File: src/design/assert_macros.svh
// Assertion macros shared by the JPEG frame header scanner RTL.
// Each macro expects clk and rst_n in scope; rst_n low disables the check.
`ifndef ASSERT_MACROS_SVH
`define ASSERT_MACROS_SVH

// Same-cycle implication.
`define ASSERT_IMPLY(label, trig, expr, msg) \
  label: assert property (@(posedge clk) disable iff (!rst_n) (trig) |-> (expr)) \
    else $error(msg);

// Next-cycle implication.
`define ASSERT_NEXT(label, trig, expr, msg) \
  label: assert property (@(posedge clk) disable iff (!rst_n) (trig) |=> (expr)) \
    else $error(msg);

`endif

File: src/design/jfhs_pkg.sv
// Types, marker and status codes, and small decode functions for the
// JPEG frame header scanner. No dependencies.
`default_nettype none

package jfhs_pkg;

  typedef struct packed {
    logic [7:0] data_byte;
    logic       last_byte;
  } in_item_t;

  typedef struct packed {
    logic [3:0]  status;
    logic [15:0] image_width;
    logic [15:0] image_height;
    logic [2:0]  components;
  } out_item_t;

  // Result status codes
  localparam logic [3:0] ST_OK         = 4'd0;
  localparam logic [3:0] ST_TOO_SMALL  = 4'd1;
  localparam logic [3:0] ST_NOT_JPEG   = 4'd2;
  localparam logic [3:0] ST_LEN_TRUNC  = 4'd3;
  localparam logic [3:0] ST_LEN_BAD    = 4'd4;
  localparam logic [3:0] ST_SEG_TRUNC  = 4'd5;
  localparam logic [3:0] ST_FRAME_SHRT = 4'd6;
  localparam logic [3:0] ST_BAD_SIZE   = 4'd7;
  localparam logic [3:0] ST_BAD_COMP   = 4'd8;
  localparam logic [3:0] ST_NOT_FOUND  = 4'd9;

  // Marker bytes
  localparam logic [7:0] MK_PREFIX = 8'hFF;
  localparam logic [7:0] MK_SOI    = 8'hD8;
  localparam logic [7:0] MK_EOI    = 8'hD9;
  localparam logic [7:0] MK_SOS    = 8'hDA;
  localparam logic [7:0] MK_TEM    = 8'h01;
  localparam logic [7:0] MK_RST0   = 8'hD0;

  // Shortest start-of-frame segment that carries all header fields
  localparam logic [15:0] SOF_MIN_LEN = 16'd8;

  // Markers without a length field
  function automatic logic is_standalone(input logic [7:0] m);
    return (m == MK_TEM) || (m >= MK_RST0 && m <= MK_EOI);
  endfunction

  // Start-of-frame markers: C0-C3, C5-C7, C9-CB, CD-CF
  function automatic logic is_sof(input logic [7:0] m);
    return (m[7:4] == 4'hC) && (m[1:0] != 2'b00 || m[3:2] == 2'b00);
  endfunction

  // Check a captured frame header; size before component count
  function automatic logic [3:0] frame_status(input logic [15:0] flen,
                                              input logic [15:0] w,
                                              input logic [15:0] h,
                                              input logic [7:0]  c);
    logic [3:0] st;
    st = ST_OK;
    if (flen < SOF_MIN_LEN) st = ST_FRAME_SHRT;
    else if (w == 16'd0 || h == 16'd0) st = ST_BAD_SIZE;
    else if (c != 8'd1 && c != 8'd3 && c != 8'd4) st = ST_BAD_COMP;
    return st;
  endfunction

endpackage

`default_nettype wire

File: src/design/jpeg_frame_header_scanner_unit.sv
// Top level of the JPEG frame header scanner: input register, parser and
// result register. Depends on jfhs_pkg, jfhs_parse and jfhs_out_reg.
// Each byte is held in the input register and its result in the result register.
// Throughput: one byte per cycle unless stalled; the parser handles each byte
// in one pass. The input stage stalls only while a new result waits on a full,
// stalled result register. Synchronous active-low reset empties both registers
// and returns the scanner to the start of a file.
`default_nettype none
`include "assert_macros.svh"

module jpeg_frame_header_scanner_unit (
  input  wire logic                 clk,
  input  wire logic                 rst_n,
  input  wire logic                 in_valid,
  output logic                      in_stall,
  input  wire jfhs_pkg::in_item_t   in_item,
  output logic                      out_valid,
  input  wire logic                 out_stall,
  output jfhs_pkg::out_item_t       out_item
);
  import jfhs_pkg::*;

  logic      s1_valid_r, s1_valid_nxt;
  in_item_t  s1_item_r;
  logic      res_valid;
  out_item_t res_item;
  logic      can_take;
  logic      advance;
  logic      accept;

  // Process the held byte unless its result has nowhere to go
  assign advance  = s1_valid_r && (!res_valid || can_take);
  assign in_stall = s1_valid_r && !advance;
  assign accept   = in_valid && !in_stall;

  always_comb begin
    s1_valid_nxt = s1_valid_r;
    if (accept) s1_valid_nxt = 1'b1;
    else if (advance) s1_valid_nxt = 1'b0;
  end

  always_ff @(posedge clk) begin
    if (!rst_n) begin
      s1_valid_r <= 1'b0;
    end else begin
      s1_valid_r <= s1_valid_nxt;
    end
  end

  always_ff @(posedge clk) begin
    if (accept) begin
      s1_item_r <= in_item;
    end
  end

  jfhs_parse u_parse (
    .clk       (clk),
    .rst_n     (rst_n),
    .step_en   (advance),
    .item      (s1_item_r),
    .res_valid (res_valid),
    .res_item  (res_item)
  );

  jfhs_out_reg u_out_reg (
    .clk       (clk),
    .rst_n     (rst_n),
    .load_en   (advance && res_valid),
    .load_item (res_item),
    .out_stall (out_stall),
    .can_take  (can_take),
    .out_valid (out_valid),
    .out_item  (out_item)
  );

  `ASSERT_NEXT(a_hold_blocked, s1_valid_r && res_valid && out_valid && out_stall,
    s1_valid_r && $stable(s1_item_r), "blocked byte left the input register")
  `ASSERT_IMPLY(a_stall_needs_item, in_stall, s1_valid_r, "stall with empty input register")

endmodule

`default_nettype wire

File: src/design/jfhs_parse.sv
// Marker and segment parser: per-file scanner state and the single-pass
// next-state and result logic for one byte. Depends on jfhs_pkg.
`default_nettype none
`include "assert_macros.svh"

module jfhs_parse (
  input  wire logic                clk,
  input  wire logic                rst_n,
  input  wire logic                step_en,
  input  wire jfhs_pkg::in_item_t  item,
  output logic                     res_valid,
  output jfhs_pkg::out_item_t      res_item
);
  import jfhs_pkg::*;

  localparam logic [2:0] MODE_SOI0 = 3'd0;
  localparam logic [2:0] MODE_SOI1 = 3'd1;
  localparam logic [2:0] MODE_SCAN = 3'd2;
  localparam logic [2:0] MODE_FILL = 3'd3;
  localparam logic [2:0] MODE_LENH = 3'd4;
  localparam logic [2:0] MODE_LENL = 3'd5;
  localparam logic [2:0] MODE_BODY = 3'd6;

  logic [1:0]  pos_r,    pos_nxt;
  logic [2:0]  mode_r,   mode_nxt;
  logic        mism_r,   mism_nxt;
  logic [15:0] rem_r,    rem_nxt;
  logic [7:0]  lenh_r,   lenh_nxt;
  logic        sof_r,    sof_nxt;
  logic [15:0] flen_r,   flen_nxt;
  logic [15:0] caph_r,   caph_nxt;
  logic [15:0] capw_r,   capw_nxt;
  logic [7:0]  capc_r,   capc_nxt;
  logic        given_r,  given_nxt;

  logic        give;
  logic [3:0]  st;
  logic [7:0]  b;
  logic        last;
  logic [15:0] len_w;
  logic [15:0] len_rem;
  logic [15:0] k_w;
  logic [15:0] rem_dec;

  // Header values as seen by the status check of this byte
  logic [15:0] capw_fin;
  logic [15:0] caph_fin;
  logic [7:0]  capc_fin;

  // Capture values before the end-of-file clear
  logic [15:0] capw_body;
  logic [15:0] caph_body;
  logic [7:0]  capc_body;

  assign b       = item.data_byte;
  assign last    = item.last_byte;
  assign len_w   = {lenh_r, b};
  assign len_rem = len_w - 16'd2;
  assign k_w     = flen_r - rem_r;
  assign rem_dec = (rem_r != 16'd0) ? rem_r - 16'd1 : rem_r;

  // Next state and result for the byte in the input register
  always_comb begin
    pos_nxt  = pos_r;
    mode_nxt = mode_r;
    mism_nxt = mism_r;
    rem_nxt  = rem_r;
    lenh_nxt = lenh_r;
    sof_nxt  = sof_r;
    flen_nxt = flen_r;
    caph_nxt = caph_r;
    capw_nxt = capw_r;
    capc_nxt = capc_r;
    give     = 1'b0;
    st       = ST_OK;

    if (!given_r) begin
      if (pos_r != 2'd3 && last) begin
        give = 1'b1;
        st   = ST_TOO_SMALL;
      end else if (mode_r == MODE_SOI0) begin
        mism_nxt = (b != MK_PREFIX);
        mode_nxt = MODE_SOI1;
      end else if (mode_r == MODE_SOI1) begin
        if (b != MK_SOI) mism_nxt = 1'b1;
        mode_nxt = MODE_SCAN;
      end else if (mism_r) begin
        if (pos_r == 2'd3) begin
          give = 1'b1;
          st   = ST_NOT_JPEG;
        end
      end else begin
        unique case (mode_r)
          MODE_FILL: begin
            if (b == MK_PREFIX) begin
              if (last) begin
                give = 1'b1;
                st   = ST_NOT_FOUND;
              end
            end else if (b == MK_EOI || b == MK_SOS) begin
              give = 1'b1;
              st   = ST_NOT_FOUND;
            end else if (is_standalone(b)) begin
              mode_nxt = MODE_SCAN;
              if (last) begin
                give = 1'b1;
                st   = ST_NOT_FOUND;
              end
            end else if (last) begin
              give = 1'b1;
              st   = ST_LEN_TRUNC;
            end else begin
              sof_nxt  = is_sof(b);
              mode_nxt = MODE_LENH;
            end
          end
          MODE_LENH: begin
            lenh_nxt = b;
            if (last) begin
              give = 1'b1;
              st   = ST_LEN_TRUNC;
            end else begin
              mode_nxt = MODE_LENL;
            end
          end
          MODE_LENL: begin
            if (len_w < 16'd2) begin
              give = 1'b1;
              st   = ST_LEN_BAD;
            end else begin
              flen_nxt = len_w;
              rem_nxt  = len_rem;
              if (len_rem == 16'd0) begin
                if (sof_r) begin
                  give = 1'b1;
                  st   = frame_status(len_w, capw_r, caph_r, capc_r);
                end else begin
                  mode_nxt = MODE_SCAN;
                  if (last) begin
                    give = 1'b1;
                    st   = ST_NOT_FOUND;
                  end
                end
              end else if (last) begin
                give = 1'b1;
                st   = ST_SEG_TRUNC;
              end else begin
                mode_nxt = MODE_BODY;
              end
            end
          end
          MODE_BODY: begin
            // Capture frame header fields by offset within the segment
            if (sof_r) begin
              case (k_w)
                16'd3:   caph_nxt = {b, 8'h00};
                16'd4:   caph_nxt = {caph_r[15:8], b};
                16'd5:   capw_nxt = {b, 8'h00};
                16'd6:   capw_nxt = {capw_r[15:8], b};
                16'd7:   capc_nxt = b;
                default: ;
              endcase
            end
            rem_nxt = rem_dec;
            if (rem_dec == 16'd0) begin
              if (sof_r) begin
                give = 1'b1;
                st   = frame_status(flen_r, capw_nxt, caph_nxt, capc_nxt);
              end else begin
                mode_nxt = MODE_SCAN;
                if (last) begin
                  give = 1'b1;
                  st   = ST_NOT_FOUND;
                end
              end
            end else if (last) begin
              give = 1'b1;
              st   = ST_SEG_TRUNC;
            end
          end
          default: begin
            // Top of scan
            mode_nxt = MODE_SCAN;
            if (last) begin
              give = 1'b1;
              st   = ST_NOT_FOUND;
            end else if (b == MK_PREFIX) begin
              mode_nxt = MODE_FILL;
            end
          end
        endcase
      end
    end

    given_nxt = given_r | give;
    if (pos_r != 2'd3) pos_nxt = pos_r + 2'd1;

    // End of file: return to the reset state for the next file
    if (last) begin
      pos_nxt   = 2'd0;
      mode_nxt  = MODE_SOI0;
      mism_nxt  = 1'b0;
      rem_nxt   = 16'd0;
      lenh_nxt  = 8'd0;
      sof_nxt   = 1'b0;
      flen_nxt  = 16'd0;
      caph_nxt  = 16'd0;
      capw_nxt  = 16'd0;
      capc_nxt  = 8'd0;
      given_nxt = 1'b0;
    end
  end

  // Result item; header fields only on success
  always_comb begin
    res_valid = give;
    res_item.status       = st;
    res_item.image_width  = 16'd0;
    res_item.image_height = 16'd0;
    res_item.components   = 3'd0;
    if (st == ST_OK) begin
      res_item.image_width  = capw_fin;
      res_item.image_height = caph_fin;
      res_item.components   = capc_fin[2:0];
    end
  end

  assign capw_fin = (mode_r == MODE_BODY) ? capw_body : capw_r;
  assign caph_fin = (mode_r == MODE_BODY) ? caph_body : caph_r;
  assign capc_fin = (mode_r == MODE_BODY) ? capc_body : capc_r;

  always_comb begin
    capw_body = capw_r;
    caph_body = caph_r;
    capc_body = capc_r;
    if (sof_r) begin
      case (k_w)
        16'd3:   caph_body = {b, 8'h00};
        16'd4:   caph_body = {caph_r[15:8], b};
        16'd5:   capw_body = {b, 8'h00};
        16'd6:   capw_body = {capw_r[15:8], b};
        16'd7:   capc_body = b;
        default: ;
      endcase
    end
  end

  // Advance scanner state on each processed byte
  always_ff @(posedge clk) begin
    if (!rst_n) begin
      pos_r   <= 2'd0;
      mode_r  <= MODE_SOI0;
      mism_r  <= 1'b0;
      rem_r   <= 16'd0;
      lenh_r  <= 8'd0;
      sof_r   <= 1'b0;
      flen_r  <= 16'd0;
      caph_r  <= 16'd0;
      capw_r  <= 16'd0;
      capc_r  <= 8'd0;
      given_r <= 1'b0;
    end else if (step_en) begin
      pos_r   <= pos_nxt;
      mode_r  <= mode_nxt;
      mism_r  <= mism_nxt;
      rem_r   <= rem_nxt;
      lenh_r  <= lenh_nxt;
      sof_r   <= sof_nxt;
      flen_r  <= flen_nxt;
      caph_r  <= caph_nxt;
      capw_r  <= capw_nxt;
      capc_r  <= capc_nxt;
      given_r <= given_nxt;
    end
  end

  `ASSERT_NEXT(a_eof_clears, step_en && item.last_byte,
    !given_r && pos_r == 2'd0 && mode_r == MODE_SOI0, "file end did not clear scanner")
  `ASSERT_IMPLY(a_one_result, res_valid, !given_r, "second result for one file")

endmodule

`default_nettype wire

File: src/design/jfhs_out_reg.sv
// Result register between the parser and the result channel; frees itself
// when its item is taken. Depends on jfhs_pkg.
`default_nettype none
`include "assert_macros.svh"

module jfhs_out_reg (
  input  wire logic                 clk,
  input  wire logic                 rst_n,
  input  wire logic                 load_en,
  input  wire jfhs_pkg::out_item_t  load_item,
  input  wire logic                 out_stall,
  output logic                      can_take,
  output logic                      out_valid,
  output jfhs_pkg::out_item_t       out_item
);
  import jfhs_pkg::*;

  logic      valid_r, valid_nxt;
  out_item_t item_r;

  // Room when empty or when the held item leaves this cycle
  assign can_take = !valid_r || !out_stall;

  always_comb begin
    valid_nxt = valid_r;
    if (load_en) valid_nxt = 1'b1;
    else if (!out_stall) valid_nxt = 1'b0;
  end

  always_ff @(posedge clk) begin
    if (!rst_n) begin
      valid_r <= 1'b0;
    end else begin
      valid_r <= valid_nxt;
    end
  end

  // Load payload; hold while stalled
  always_ff @(posedge clk) begin
    if (load_en) begin
      item_r <= load_item;
    end
  end

  assign out_valid = valid_r;
  assign out_item  = item_r;

  `ASSERT_IMPLY(a_no_overwrite, load_en, can_take, "result loaded over a held item")

endmodule

`default_nettype wire

File: config.mk
export PLATFORM = sky130hd
export DESIGN_NAME = jpeg_frame_header_scanner_unit
export DESIGN_NICKNAME = d
export VERILOG_FILES = /design/src/design/jfhs_pkg.sv /design/src/design/jpeg_frame_header_scanner_unit.sv /design/src/design/jfhs_parse.sv /design/src/design/jfhs_out_reg.sv
export VERILOG_INCLUDE_DIRS = /design/src /design/src/design
export SDC_FILE = /design/constraint.sdc
export NUM_CORES = 1
export LEC_CHECK = 0
export ABC_AREA = 1
export BUFFER_PORTS_ARGS = -buffer_cell sky130_fd_sc_hd__buf_2
export CORE_UTILIZATION = 36
export DETAILED_ROUTE_END_ITERATION = 8
export HOLD_SLACK_MARGIN = 0.02
export PLACE_DENSITY = 0.64
export SYNTH_ARGS = -nofsm -noshare
export SYNTH_HDL_FRONTEND = slang
export SYNTH_SLANG_ARGS = --single-unit
File: constraint.sdc
create_clock -name clk -period 4.5 [get_ports clk]
set_input_delay 0.225 -clock clk [delete_from_list [all_inputs] [get_ports clk]]
set_output_delay 0.225 -clock clk [all_outputs]
set_load 0.05 [all_outputs]
==> impl_metrics.yaml <==
clock_network:
  clk_latency_ns: 0.44
  cts_made_buffers: 17
  clk_pin_slew_ns: 0.07
  cts.path.max_buffers: 2
  cts_tree: "yes"
  h-tree-depth: 4
  cts_root_buf: "clkbuf_16"
  clock_sinks: 138
finish:
  layout_common_cells: "nand2_1 (382), nor2_1 (308), inv_1 (218), dfxtp_1 (90), a21oi_1 (84)"
  fin_nets: 1606
  drive_gt1_share_pct: 10.3
  final_common_cell: "nand2_1"
  finish.instance_area_mm2: 0.0109
  antennaDiodeCount: 0
  fin_cells: 1920
  area_delta_synth_final_pct: 14.2
  fillCellCount: 2703
routing:
  wire_per_inst_um: 14.2
  drc: 0
  wl_um: 27200
  met3_length_um: 1580
  routed.top_layer: "met4"
  drt_iter0_drc: 868
  final_antenna_net_count: 0
  num_vias: 9668
  wl_met2_um: 12500
  viasPerCell: 5.04
  wl_met1_um: 12600
  drtPass1Iterations: 8
timing:
  hold_violations: 0
  worstMarginPinSlew_ns: 0.779
  fmax_ghz: 0.241
  fin_tns_setup_ns: 0
  fin_crit_sh_pct: 92.1
  rsz0062_at_grt: "false"
  period_needed_ns: 4.15
  hold_slack_ns: 0.0789
  slew_viol_final: 0
  finalSetupViolations: 0
  skew_ns: 0.00991
  slew_headroom_pct: 48.0
power:
  powerDensity_mw_per_mm2: 322
  leakagePower_nw: 5.43
  peakVddDrop_uv: 193
  p_total_w: 0.00352
floorplan:
  dieArea_mm2: 0.0272
  chipWidth_um: 165
  initial_core_util_pct: 36.7
  fp.coreArea_mm2: 0.0261
  num_rows: 59
  ios: 54
  die_h_um: 165
setup_path:
  critPathBufInv: 2
  crit_path_top_delay_cell: "ha_1"
  crit_family: "simple AND/OR/NAND/NOR gates"
  path_max_fanout: 14
  crit_arrival_ns: 4.34
  startpoint_type: "register"
  slowest_delay_ns: 0.42
  crit_required_ns: 4.70
  r2r_cells: 23
  rr_endpoint: "u_out_reg.out_item[13]"
  crit_top_cell: "nand2_1"
  cp_cell_sequence: "inv_1 -> ha_1 -> nand2_1 -> nor2_1 -> and2_1 -> nand2_1 -> nand3b_1 -> nand2_1 -> nor2_2 -> nand2_2 -> nor2_4 -> o211ai_4 -> a21oi_1 -> nand2_1 -> nor2_1 -> nand3_1 -> nand3_1 -> nand4_1 -> nand4_1 -> nand2_1 -> nand3_4 -> clkbuf_16 -> nor2_1"
  reg2reg_from: "u_parse.rem_r[9]"
  rrSetupSlack_ns: 0.35
  end_kind: "register"
  critPathKind: "reg2reg"
yosys:
  synth-async-reset-ratio_pct: 0
  syn_avg_cell_area_um2: 6.27
  synthesis.area_mm2: 0.00956
  ys_seq_elements: 138
  synth_edf_count: 48
  synth_nets: 1558
  ys_seq_area_share_pct: 33.9
  syn_inst: 1524
  synth_flop_cell: "dfxtp_1"
  yosys_warnings: 0
  synth_top_area_cell: "dfxtp_1"
  synth_top_area_share_pct: 18.8
  netlist_top_cells_area: "dfxtp_1 (19%), nand2_1 (15%), edfxtp_1 (15%)"
  synth_cell_types: 48
global_routing:
  grt_pass1_wl_um: 43600
  track_usage_pct: 20.3
  grt-ovfl-total: 0
  grt_max_degree: 81
  grt_antenna_before_repair: 0
  grt_pass1_vias: 8651
placed_design:
  post_dp_cell_area_mm2: 0.0101
  gp_congestion: 0.938
  dpl.hpwl_um: 19900
  place_inst: 1875
  io_buffers: 53
worst_hold_path:
  worstHoldPathType: "in2reg"
  hold_path_end: "u_out_reg.out_valid"
  hp-start: "out_stall"
  holdPathStages: 3
run:
  cap_violations: 0
status:
  status: "finished, final reports clean"
per-stage QoR:
stage | utilization (%) | setup slack, ns
2_1_floorplan | - | 0.581
6_report | 41.9 | 0.355
5_1_grt | 41.9 | 0.000821
4_1_cts | 41.5 | 0.268
3_5_place_dp | 38.9 | 0.265
3_3_place_gp | 38.9 | 0.271
how the worst max path moves through the flow:
stage / startpoint / endpoint / slack, ns / depth (start not counted)
2_1_floorplan: u_parse.rem_r[0] / u_out_reg.out_item[0] / 0.58 / 23
3_3_place_gp: u_parse.rem_r[9] / u_out_reg.out_item[5] / 0.27 / 24
3_5_place_dp: u_parse.flen_r[0] / u_out_reg.out_item[7] / 0.27 / 28
4_1_cts: u_parse.flen_r[0] / u_out_reg.out_item[7] / 0.27 / 28
5_1_grt: u_parse.flen_r[0] / u_out_reg.out_item[7] / 0.0008 / 29
6_report: u_parse.rem_r[9] / u_out_reg.out_item[13] / 0.35 / 23
cell usage after synthesis (4+ instances only):
library cell / count
nor4_1: 12
nand3_1: 52
nand3_2: 4
buf_6: 6
o22ai_1: 17
clkinv_1: 4
clkbuf_1: 29
o21ai_1: 4
ha_1: 20
dfxtp_1: 90
buf_2: 13
inv_1: 219
nand4_1: 31
nor2_2: 23
xor2_1: 20
edfxtp_1: 48
a21oi_1: 92
o21ai_0: 76
nor3_1: 24
nor2_1: 310
nand2_1: 385
power breakdown:
part           total (W)  switching, W  internal [W]  leakage [nW]
Clock            0.00142      0.000627      0.000798         0.288
Sequential       0.00137     0.0000386       0.00133          1.19
Combinational   0.000721      0.000492      0.000229          3.95
Total            0.00352       0.00116       0.00236          5.43
logic make-up after synthesis:
| kind of cell | after synthesis | synth area share [%] |
|---|---|---|
| AOI/OAI and AO/OA | 209 | 12.0 |
| xor gates and xnor gates | 22 | 2.02 |
| adders and majority gates | 21 | 2.83 |
| buffers and inverters | 279 | 11.7 |
| DFF | 138 | 33.9 |
| and+or+nand+nor | 855 | 37.5 |
area by class of cell:
| class | instances | area (um^2) | area share [%] |
|---|---|---|---|
| Multi-Input combinational cell | 1108 | 5270 | 48.3 |
| Sequential cell | 138 | 3240 | 29.7 |
| Inverter | 226 | 848 | 7.77 |
| Timing Repair Buffer | 81 | 553 | 5.06 |
| Clock buffer | 18 | 439 | 4.02 |
| Tap cell | 335 | 419 | 3.84 |
| Clock inverter | 14 | 148 | 1.35 |
state kept, by name (all words and copies together) (netlist names):
signal / flops
u_parse.sof_r: 1
u_parse.mism_r: 1
u_parse.lenh_r: 8
u_parse.pos_r: 2
u_parse.flen_r: 16
u_parse.capw_r: 16
u_parse.mode_r: 3
u_parse.given_r: 1
u_parse.caph_r: 16
u_parse.capc_r: 8
s1_item_r: 9
u_out_reg.out_valid: 1
u_out_reg.out_item: 39
s1_valid_r: 1
u_parse.rem_r: 16
worst reg2reg max path, cell delays in order, from the launching register on:
cell and delay [ns]:
dfxtp_1 0.37, inv_1 0.15, ha_1 0.42, nand2_1 0.12, nor2_1 0.20, and2_1 0.20
nand2_1 0.08, nand3b_1 0.08, nand2_1 0.06, nor2_2 0.09, nand2_2 0.13, nor2_4 0.23
o211ai_4 0.18, a21oi_1 0.28, nand2_1 0.09, nor2_1 0.09, nand3_1 0.19, nand3_1 0.16
nand4_1 0.11, nand4_1 0.13, nand2_1 0.11, nand3_4 0.17, clkbuf_16 0.21, nor2_1 0.06
routing by layer:
layer | global-route usage [%] | vias to the layer above
met5 | 0 | -
met4 | 6.63 | 0
met3 | 3.29 | 49
met2 | 33.4 | 300
met1 | 27.0 | 4387
li1 | - | 4932
repair_timing:
item	4_1_cts	5_1_grt
endpoints found under the setup margin	0	32
gates resized for setup	0	19
setup buffers	0	2
hold endpoints to repair	9	0
hold buffers	9	0
No activity file was read; power rests on OpenSTA's default activity.
